`config.mk`:
```
export PLATFORM = sky130hd
export DESIGN_NAME = tpq_cell
export DESIGN_NICKNAME = d
export VERILOG_FILES = /design/src/rtl/core/tpq_pkg.sv /design/src/rtl/core/tpq_cell.sv
export SDC_FILE = /design/constraint.sdc
export NUM_CORES = 1
export LEC_CHECK = 0
export ABC_AREA = 1
export BUFFER_PORTS_ARGS = -buffer_cell sky130_fd_sc_hd__clkbuf_2
export CELL_PAD_IN_SITES_DETAIL_PLACEMENT = 1
export CELL_PAD_IN_SITES_GLOBAL_PLACEMENT = 2
export CORE_AREA = 2 2 201 203
export DETAILED_ROUTE_END_ITERATION = 6
export DIE_AREA = 0 0 203 205
export PLACE_DENSITY = 0.86
export RECOVER_POWER = 25
export SYNTH_ARGS = -nofsm -noshare
export SYNTH_HDL_FRONTEND = slang
export SYNTH_SLANG_ARGS = --single-unit
```
`constraint.sdc`:
```
create_clock -name aclk -period 6.4 [get_ports aclk]
set_input_delay 0.64 -clock aclk [delete_from_list [all_inputs] [get_ports aclk]]
set_output_delay 0.64 -clock aclk [all_outputs]
set_load 0.05 [all_outputs]
```
`src/rtl/core/tpq_pkg.sv`:
```
package tpq_pkg;

    // Kind of an input word
    typedef enum logic {
        CMD_INSERT = 1'b0,
        CMD_TICK   = 1'b1
    } tpq_cmd_t;

    // Kind of a result word
    typedef enum logic [1:0] {
        ST_INSERTED = 2'd0,
        ST_FULL     = 2'd1,
        ST_RELEASED = 2'd2,
        ST_NOT_DUE  = 2'd3
    } tpq_status_t;

    localparam int TSTAMP_W  = 64;
    localparam int SURFACE_W = 32;
    localparam int CLIP_W    = 16;
    localparam int FILL_W    = 5;

    // One queued frame
    typedef struct packed {
        logic [TSTAMP_W-1:0]  tstamp;
        logic [SURFACE_W-1:0] surface;
        logic [CLIP_W-1:0]    clip_w;
        logic [CLIP_W-1:0]    clip_h;
    } tpq_entry_t;

    // Per-cycle command broadcast to every cell
    typedef struct packed {
        logic ins;
        logic pop;
    } tpq_cell_ctrl_t;

endpackage

```
`src/rtl/core/tpq_cell.sv`:
```
module tpq_cell (
    input  logic                   aclk,
    input  tpq_pkg::tpq_cell_ctrl_t ctrl,
    input  logic                   occupied,
    input  tpq_pkg::tpq_entry_t    new_entry,
    input  tpq_pkg::tpq_entry_t    left_entry,
    input  logic                   left_keep,
    input  tpq_pkg::tpq_entry_t    right_entry,
    output tpq_pkg::tpq_entry_t    entry,
    output logic                   keep
);
    import tpq_pkg::*;

    tpq_entry_t entry_reg;
    tpq_entry_t entry_next;

    // Hold this entry on insert when it is due no later than the new frame
    assign keep  = occupied && (entry_reg.tstamp <= new_entry.tstamp);
    assign entry = entry_reg;

    // Hold, take the new frame, shift right on insert, or shift left on pop
    always_comb begin
        entry_next = entry_reg;
        if (ctrl.ins) begin
            if (!keep) begin
                entry_next = left_keep ? new_entry : left_entry;
            end
        end else if (ctrl.pop) begin
            entry_next = right_entry;
        end
    end

    always_ff @(posedge aclk) begin
        entry_reg <= entry_next;
    end

endmodule

```
==> results.sh, run 1 <==
export IMPL_ios=518
export IMPL_ys_async_sr_fraction_pct=0
export IMPL_avgSynthCellArea_um2=8.23
export IMPL_yosys_most_used_dff="edfxtp_1"
export IMPL_synth_seq_cells=128
export IMPL_muxShareOfSynthArea_pct=0
export IMPL_synth_xor_area_share_pct=0
export IMPL_cts_resized_gates=0
export IMPL_diodes=0
export IMPL_timing_reg2reg_setup_slack_ns=3.09
export IMPL_dieHeight_um=205
export IMPL_grt_busiest_layer="met2"
export IMPL_rr_startpoint="entry[119]"
export IMPL_clk_path_buf_depth=2
export IMPL_num_nets_final=1919
export IMPL_drt_iter0_drc=356
export IMPL_area_growth_syn_to_layout_pct=44.2
export IMPL_holdPathStages=3
export IMPL_multi_input_area_um2=3680
export IMPL_core_area_um2=39400
export IMPL_synth_top_area_share_pct=47.7
export IMPL_final_cell_mix="clkbuf_2 (419), nand2_1 (191), nor2_1 (144)"
export IMPL_synthAdderAreaFrac_pct=9.94
export IMPL_fmax_ghz=0.301
export IMPL_synthTopCellsByArea="edfxtp_1 (48%), ha_1 (9.9%), nand2_1 (8.9%), o21ai_0 (8.7%), o21ai_1 (7.6%)"
export IMPL_clk_pin_slew_ns=0.06
export IMPL_grt_max_degree=78
export IMPL_ant_nets=0
export IMPL_ys_warn_count=0
export IMPL_cp_required_ns=5.76
export IMPL_min_to="entry[8]"
export IMPL_worst_clock_skew_ns=0.00916
export IMPL_dr_total_vias=8833
export IMPL_period_share_pct=52.0
export IMPL_synth_seq_area_share_pct=47.7
export IMPL_row_count=73
export IMPL_drive_above_1_share_pct=31.4
export IMPL_largest_reg_flops=128
export IMPL_setup_viol=0
export IMPL_synthesis_instances=978
export IMPL_drv_cap=0
export IMPL_relSlewSlack_pct=47.6
export IMPL_synth_compound_area_share_pct=18.6
export IMPL_numClockSinks=128
export IMPL_hold_viol=0
export IMPL_use_met3_pct=5.58
export IMPL_wl_per_cell_um=18.3
export IMPL_synth_top_family_by_area="compound AO/OA/AOI/OAI gates"
export IMPL_postCtsHoldBufs=0
export IMPL_grt_pass1_wl_um=54800
export IMPL_fillerInstances=4905
export IMPL_hold_path_class="in2reg"
export IMPL_path_max_fanout=2
export IMPL_period_needed_ns=3.33
export IMPL_timing_critical_path_to_type="output pin"
export IMPL_worstPathArrival_ns=2.69
export IMPL_overflow=0
export IMPL_p_total_w=0.00293
export IMPL_drt_vias_per_instance=4.41
export IMPL_utilization_pct=29.5
export IMPL_drv_slew=0
export IMPL_hpwl_um=29000
export IMPL_ir_worst_vdd_uv=159
export IMPL_start_util_pct=20.5
export IMPL_tns_ns=0
export IMPL_yosysUniqueCellTypes=22
export IMPL_layout_setup_ws_ns=3.07
export IMPL_antenna_found_initial=0
export IMPL_yosys_area_share_simple_pct=17.1
export IMPL_grt_util_met1_pct=18.9
export IMPL_htreeDepth=4
export IMPL_seq_area_um2=3840
export IMPL_crit_path_start_kind="register"
export IMPL_grt_pass1_vias=9709
export IMPL_drt_pass1_iterations=4
export IMPL_use_met2_pct=31.4
export IMPL_status="finished clean"
export IMPL_io_buffers=517
export IMPL_r2r_cells=12
export IMPL_worstMarginPinSlew_ns=0.786
export IMPL_drc=0
export IMPL_wl_um=36600
export IMPL_rr_endpoint="entry[10]"
export IMPL_cts_tree="built"
export IMPL_grt_use_total_pct=17.4
export IMPL_numCtsBuffers=17
export IMPL_post_cts_setup_buffers=0
export IMPL_cts_root_buf="clkbuf_16"
export IMPL_die_area_um2=41600
export IMPL_synth_edf_count=128
export IMPL_hp_start="right_entry[8]"
export IMPL_final_common_cell="clkbuf_2"
export IMPL_gp_congestion=0.931
export IMPL_die_w_um=203
export IMPL_rsz0062_at_grt="no"
export IMPL_power_density_nw_per_um2=252
export IMPL_synthesis_area_um2=8050
export IMPL_insertion_delay_ns=0.44
export IMPL_post_place_ws_ns=2.51
export IMPL_crit_type="reg2out"
export IMPL_yosys_area_top_type="edfxtp_1"
export IMPL_p_leak_nw=5.50
export IMPL_synth_nets=1431
[cells by family (layout without fill, tap and decap cells)]
family                     after synthesis  count (layout)
buffers and inverters                  137             637
adders and majority gates               64              64
DFF                                    128             128
and+or+nand+nor                        353             353
AOI/OAI and AO/OA                      296             296
[power by group]
part / leakage, nW / internal [W] / switching (W)
registers: 1.27 / 0.00104 / 0.0000410
logic: 3.96 / 0.000233 / 0.000627
clock network: 0.270 / 0.000602 / 0.000386
[final cells by class]
class	instances	share of cell area [%]
flip-flops and latches	128	33.1
well taps	525	5.66
multi-input cells	713	31.7
clock inverters	13	1.26
inverters	81	2.66
repair buffers	525	21.9
clock buffers	18	3.70
[critical path, cell delays in order, from the launching register on]
cell      delay, ns
edfxtp_1       0.41
ha_1           0.31
nand2_1        0.07
nor2_1         0.16
nand4_1        0.18
nor3_2         0.37
nand4_1        0.13
nand2_1        0.11
nand2_1        0.07
inv_1          0.10
clkbuf_2       0.33
[synthesized netlist by cell type (all sizes together) (4+ instances only)]
| cell type | instances |
|---|---|
| o21ai | 262 |
| nand2 | 192 |
| edfxtp | 128 |
| buf | 19 |
| nor2 | 144 |
| ha | 64 |
| a21oi | 29 |
| inv | 81 |
| nor3 | 4 |
| nand4 | 6 |
| clkbuf | 37 |
| nand3 | 6 |
[worst max path at each step]
| stage | start | end | slack, ns | cells after the start |
|---|---|---|---|---|
| after floorplan | entry[127] | entry[0] | 1.37 | 13 |
| after global placement | new_entry[119] | entry[10] | 2.54 | 14 |
| after detailed placement | new_entry[119] | entry[62] | 2.51 | 14 |
| after CTS | entry[119] | keep | 2.86 | 10 |
| after global routing | entry[127] | entry[33] | 2.67 | 14 |
| final | entry[119] | keep | 3.07 | 10 |
[through the flow]
stage / area (µm²) / std cells / hold slack, ns
floorplan: 8050 / 978 / 0.831
global route: 11600 / 2003 / 0.471
detailed placement: 11200 / 1972 / 0.936
global placement: 11200 / 1972 / 0.924
finish: 11600 / 2003 / 0.489
CTS: 11700 / 2003 / 0.449
[metal layers]
| layer | routed length [µm] | vias to the layer above |
|---|---|---|
| met5 | 0 | - |
| met4 | 1160 | 0 |
| met3 | 2830 | 61 |
| met2 | 18400 | 357 |
| met1 | 14200 | 4112 |
| li1 | - | 4303 |
Note: power is estimated with default switching activity, not from simulation.
==> inputs of run 2 (changes only) <==
Clock period 6.4 ns to 3.5 ns, I/O delays scaled along.
==> run 2 against run 1 <==
The flow now finishes with violations (capacitance limit, slew limit); sequential power grew 83%; clock skew grew 0.00063 ns; die area is the same; highest routed layer is now met5.
==> results.sh, run 2 (same netlist as run 1, synthesis figures left out) <==
export IMPL_met1_length_um=14900
export IMPL_clk_path_buf_depth=2
export IMPL_dieHeight_um=205
export IMPL_worstMarginPinSlew_ns=1.66
export IMPL_num_nets_final=1933
export IMPL_hold_viol=0
export IMPL_min_to="entry[87]"
export IMPL_drc=0
export IMPL_htreeDepth=4
export IMPL_wl_um=37600
export IMPL_io_buffers=517
export IMPL_power_internal_w=0.00357
export IMPL_path_max_fanout=2
export IMPL_drt_vias_per_instance=4.40
export IMPL_violations="capacitance limit, slew limit"
export IMPL_pwr_share_clk_pct=35.1
export IMPL_worst_clock_skew_ns=0.00979
export IMPL_relSlewSlack_pct=-11.1
export IMPL_pwr_share_seq_pct=35.7
export IMPL_start_util_pct=20.5
export IMPL_cts_resized_gates=0
export IMPL_p_leak_nw=5.87
export IMPL_cp_required_ns=3.15
export IMPL_timing_reg2reg_setup_slack_ns=0.81
export IMPL_rr_endpoint="entry[98]"
export IMPL_drv_cap=1
export IMPL_gp_congestion=0.925
export IMPL_cts_root_buf="clkbuf_16"
export IMPL_place_inst=1986
export IMPL_overflow=0
export IMPL_post_cts_setup_buffers=0
export IMPL_layoutNonFillerInstCount=2020
export IMPL_wl_per_cell_um=18.6
export IMPL_insertion_delay_ns=0.44
export IMPL_setup_viol=0
export IMPL_tns_ns=0
export IMPL_drv_slew=35
export IMPL_crit_type="reg2out"
export IMPL_grt_pass1_wl_um=55800
export IMPL_clk_pin_slew_ns=0.07
export IMPL_wl_met3_um=2580
export IMPL_wl_met2_um=19100
export IMPL_timing_critical_path_to_type="output pin"
export IMPL_numClockSinks=128
export IMPL_worstPathArrival_ns=2.62
export IMPL_final_common_cell="clkbuf_2"
export IMPL_dr_total_vias=8886
export IMPL_period_share_pct=85.0
export IMPL_drt_pass1_iterations=4
export IMPL_period_needed_ns=2.97
export IMPL_row_count=73
export IMPL_grt_max_degree=66
export IMPL_grt_pass1_vias=9633
export IMPL_hp_start="right_entry[87]"
export IMPL_switching_power_w=0.00198
export IMPL_rsz0062_at_grt="no"
export IMPL_ir_worst_vdd_uv=318
export IMPL_hold_path_class="in2reg"
export IMPL_area_growth_syn_to_layout_pct=48.3
export IMPL_die_w_um=203
export IMPL_status="complete, but fails checks"
export IMPL_ant_nets=0
export IMPL_switching_share_pct=35.7
export IMPL_grt_use_total_pct=17.9
export IMPL_top_layer="met5"
export IMPL_final_cell_mix="clkbuf_2 (505), o21ai_0 (217), nand2_1 (191)"
export IMPL_cts_tree="built"
export IMPL_drt_iter0_drc=377
export IMPL_largest_reg_flops=128
export IMPL_fin_hold_ws_ns=0.191
export IMPL_ios=518
export IMPL_drive_above_1_share_pct=38.1
export IMPL_r2r_cells=12
export IMPL_numCtsBuffers=17
export IMPL_fmax_ghz=0.336
export IMPL_holdPathStages=3
export IMPL_hpwl_um=30600
export IMPL_postCtsHoldBufs=0
export IMPL_p_total_w=0.00555
export IMPL_p_comb_share_pct=29.2
export IMPL_antenna_found_initial=5
export IMPL_crit_path_start_kind="register"
export IMPL_die_area_um2=41600
export IMPL_power_density_nw_per_um2=465
export IMPL_core_area_um2=39400
export IMPL_rr_startpoint="entry[119]"
run 2: final cells by class:
cell class                      instances  area [µm²]
Sequential cell                       128        3840
Inverter                               81         308
Tap cell                              525         657
Timing Repair Buffer                  539        2810
Fill cell                            4875       27400
Clock buffer                           17         425
Antenna cell                            2        5.00
Multi-Input combinational cell        713        3690
Clock inverter                         15         206
run 2: how the worst max path moves through the flow:
stage,startpoint,to,slack (ns),depth (start not counted)
after global routing,entry[127],keep,0.24,12
after CTS,entry[119],keep,0.32,10
after global placement,new_entry[119],entry[98],0.61,14
final,entry[119],keep,0.53,10
after detailed placement,new_entry[119],entry[124],0.62,14
after floorplan,entry[127],entry[0],0.40,13
run 2: critical path, stage by stage, from the launching register on:
cell	delay, ns
edfxtp_1	0.42
ha_1	0.32
nand2_1	0.07
nor2_1	0.16
nand4_1	0.21
nor3_2	0.34
nand4_1	0.12
nand2_1	0.09
nand2_1	0.06
inv_1	0.07
clkbuf_2	0.33
run 2: layer usage:
layer  vias to the layer above  track usage [%]
met5                         -                0
met4                         6             7.33
met2                       342             32.1
met1                      4151             19.7
met3                        46             5.14
li1                       4341                -
run 2: stage by stage:
step	util, %	cell area [µm²]	setup slack [ns]
2_1_floorplan	-	8060	0.396
3_3_place_gp	28.8	11300	0.605
3_5_place_dp	28.8	11300	0.617
4_1_cts	30.4	12000	0.320
5_1_grt	30.3	11900	0.243
6_report	30.3	11900	0.526
run 2: power groups by stage:
stage / Clock, W / Combinational (W) / Sequential [W]
floorplan: 0 / 0.000466 / 0.00255
global route: 0.00207 / 0.00177 / 0.00200
finish: 0.00195 / 0.00162 / 0.00198
global placement: 0 / 0.00163 / 0.00201
detailed placement: 0 / 0.00165 / 0.00202
CTS: 0.00203 / 0.00166 / 0.00199
==> inputs of run 3 (changes only) <==
Settings changed: ABC_AREA 1 to 0, CORE_AREA 2 2 201 203 to 2 2 204 206, DIE_AREA 0 0 203 205 to 0 0 206 208, PLACE_DENSITY 0.86 to 0.81.
Clock period 3.5 ns to 2.9 ns, I/O delays scaled along.
==> run 3 against run 2 <==
The run ends with capacitance limit, slew limit, setup timing left; synthesized cell count fell by 19%; die area rose by 3.0%; first-iteration DRC count fell by 28%; clock power rose by 24%; core utilization rose by 0.96 points; synthesized area rose by 0.23%; clock skew fell by 0.0016 ns; routed wire length fell by 7.2%; final cell count fell by 7.2%; power rose by 29%; combinational power rose by 43%; flip-flop and latch count did not move.
==> results.sh, run 3 <==
export IMPL_grt_max_degree=141
export IMPL_drt_iter0_drc=273
export IMPL_drv_slew=114
export IMPL_insertion_delay_ns=0.43
export IMPL_ys_async_sr_fraction_pct=0
export IMPL_ir_worst_vdd_uv=307
export IMPL_die_w_um=206
export IMPL_gp_congestion=0.864
export IMPL_core_area_um2=40600
export IMPL_synthesis_area_um2=8070
export IMPL_synth_edf_count=128
export IMPL_fillerInstances=4836
export IMPL_power_density_nw_per_um2=562
export IMPL_layout_setup_ws_ns=-0.213
export IMPL_grt_pass1_wl_um=49500
export IMPL_synth_nets=1242
export IMPL_synthesis_instances=789
export IMPL_htreeDepth=4
export IMPL_tns_ns=-14.91
export IMPL_drt_vias_per_instance=4.27
export IMPL_numClockSinks=128
export IMPL_drt_pass1_iterations=4
export IMPL_cts_tree="built"
export IMPL_worstPathArrival_ns=2.82
export IMPL_ant_nets=0
export IMPL_timing_critical_path_to_type="output pin"
export IMPL_rr_startpoint="entry[103]"
export IMPL_crit_type="reg2out"
export IMPL_grt_use_total_pct=15.4
export IMPL_hp_start="right_entry[108]"
export IMPL_hold_path_class="in2reg"
export IMPL_fmax_ghz=0.321
export IMPL_final_common_cell="clkbuf_2"
export IMPL_numCtsBuffers=17
export IMPL_drv_cap=1
export IMPL_worst_clock_skew_ns=0.00818
export IMPL_post_place_ws_ns=-0.103
export IMPL_hpwl_um=27500
export IMPL_synth_top_area_share_pct=47.6
export IMPL_setup_viol=122
export IMPL_crit_path_start_kind="register"
export IMPL_min_to="entry[108]"
export IMPL_largest_reg_flops=128
export IMPL_start_util_pct=19.9
export IMPL_grt_pass1_vias=8539
export IMPL_avgSynthCellArea_um2=10.2
export IMPL_io_buffers=517
export IMPL_switching_share_pct=35.0
export IMPL_dieHeight_um=208
export IMPL_status="complete, but fails checks"
export IMPL_pwr_share_seq_pct=33.9
export IMPL_cts_root_buf="clkbuf_16"
export IMPL_p_comb_share_pct=32.4
export IMPL_row_count=74
export IMPL_dr_total_vias=8008
export IMPL_drive_above_1_share_pct=46.0
export IMPL_pwr_share_clk_pct=33.7
export IMPL_postCtsHoldBufs=0
export IMPL_area_growth_syn_to_layout_pct=57.2
export IMPL_switching_power_w=0.00250
export IMPL_antenna_found_initial=3
export IMPL_timing_reg2reg_setup_slack_ns=-0.16
export IMPL_rsz0062_at_grt="yes"
export IMPL_rr_endpoint="entry[52]"
export IMPL_period_needed_ns=3.11
export IMPL_ys_top_cells_by_count="a21oi_1 (154), mux2i_1 (129), edfxtp_1 (128), nor2_1 (128), inv_1 (67)"
export IMPL_synthTopCellsByArea="edfxtp_1 (48%), mux2i_1 (16%), ha_1 (9.9%), a21oi_1 (9.5%), nor2_1 (6.0%)"
export IMPL_yosysUniqueCellTypes=30
export IMPL_num_nets_final=1780
export IMPL_synth_seq_area_share_pct=47.6
export IMPL_p_leak_nw=6.34
export IMPL_clk_pin_slew_ns=0.06
export IMPL_violations="capacitance limit, slew limit, setup timing"
export IMPL_hold_viol=0
export IMPL_path_max_fanout=2
export IMPL_final_cell_mix="clkbuf_2 (515), a21oi_1 (154), mux2i_1 (129)"
export IMPL_die_area_um2=42800
export IMPL_wl_per_cell_um=18.6
export IMPL_ios=518
export IMPL_yosys_area_top_type="edfxtp_1"
export IMPL_yosys_most_used_dff="edfxtp_1"
export IMPL_period_share_pct=107
export IMPL_worstMarginPinSlew_ns=2.28
export IMPL_synth_most_common_cell="a21oi_1"
export IMPL_wl_um=34900
export IMPL_relSlewSlack_pct=-51.8
export IMPL_power_internal_w=0.00464
export IMPL_cp_required_ns=2.61
export IMPL_overflow=0
export IMPL_clk_path_buf_depth=2
export IMPL_ys_warn_count=0
export IMPL_holdPathStages=3
export IMPL_r2r_cells=11
export IMPL_drc=0
export IMPL_synth_seq_cells=128
-- run 3: how the worst max path moves through the flow --
stage	to	slack, ns	depth (start not counted)	start
final	keep	-0.21	10	entry[69]
after global routing	keep	-0.35	10	entry[65]
after CTS	keep	-0.29	10	entry[65]
after detailed placement	keep	-0.10	13	new_entry[90]
after global placement	keep	-0.05	13	new_entry[101]
after floorplan	entry[0]	-0.48	8	entry[110]
-- run 3: timing repair --
action / 4_1_cts / 5_1_grt
setup endpoints to repair: 126 / 129
resized for setup: 18 / 19
cloned: 2 / 12
hold endpoints to repair: 0 / 0
pin swaps: 6 / 10
buffers inserted: 6 / 6
-- run 3: per-stage QoR --
| step | hold WS (ns) | cell area (µm²) | instances | util [%] | power [W] |
|---|---|---|---|---|---|
| after global placement | 0.605 | 11500 | 1815 | 28.3 | 0.00455 |
| after detailed placement | 0.614 | 11500 | 1815 | 28.3 | 0.00458 |
| after floorplan | 0.516 | 8140 | 789 | - | 0.00376 |
| final | 0.183 | 12700 | 1874 | 31.3 | 0.00714 |
| after global routing | 0.170 | 12700 | 1874 | 31.3 | 0.00749 |
| after CTS | 0.140 | 12300 | 1855 | 30.4 | 0.00713 |
-- run 3: worst max-delay path, stage by stage (launching register included) --
cell and delay (ns):
edfxtp_1 0.39, ha_1 0.30, a21o_1 0.18, nand3_1 0.09, a211oi_1 0.07, or4b_4 0.53, a211oi_2 0.27, nand3_2 0.13
buf_6 0.14, a21boi_4 0.14, buf_12 0.15
-- run 3: final cells by class --
cell class                      count  area (µm²)  area share, %
Antenna cell                        2        5.00         0.0394
Sequential cell                   128        3840           30.3
Inverter                           67         251           1.98
Clock inverter                     14         214           1.69
Multi-Input combinational cell    551        4030           31.7
Timing Repair Buffer              562        3260           25.7
Clock buffer                       18         429           3.38
Tap cell                          532         666           5.24
-- run 3: kinds of logic after synthesis --
group / count (synthesis) / share of synthesized area, %
compound gates: 179 / 11.8
fa+ha+maj: 64 / 9.92
simple gates: 179 / 9.49
flops: 128 / 47.6
mux: 129 / 16.0
buf+inv: 110 / 5.22
-- run 3: power by group through the flow --
stage	clock network (W)	registers [W]	logic, W
after global placement	0	0.00245	0.00210
after floorplan	0	0.00315	0.000611
final	0.00241	0.00242	0.00231
after CTS	0.00249	0.00242	0.00222
after global routing	0.00256	0.00244	0.00249
after detailed placement	0	0.00246	0.00212
-- run 3: layer usage --
layer,track usage (%),wire (µm),share of wire (%)
met1,17.4,14000,40
met2,28.3,18200,52
met3,3.78,2270,6.5
met4,4.75,459,1.3
met5,0,13,0.037
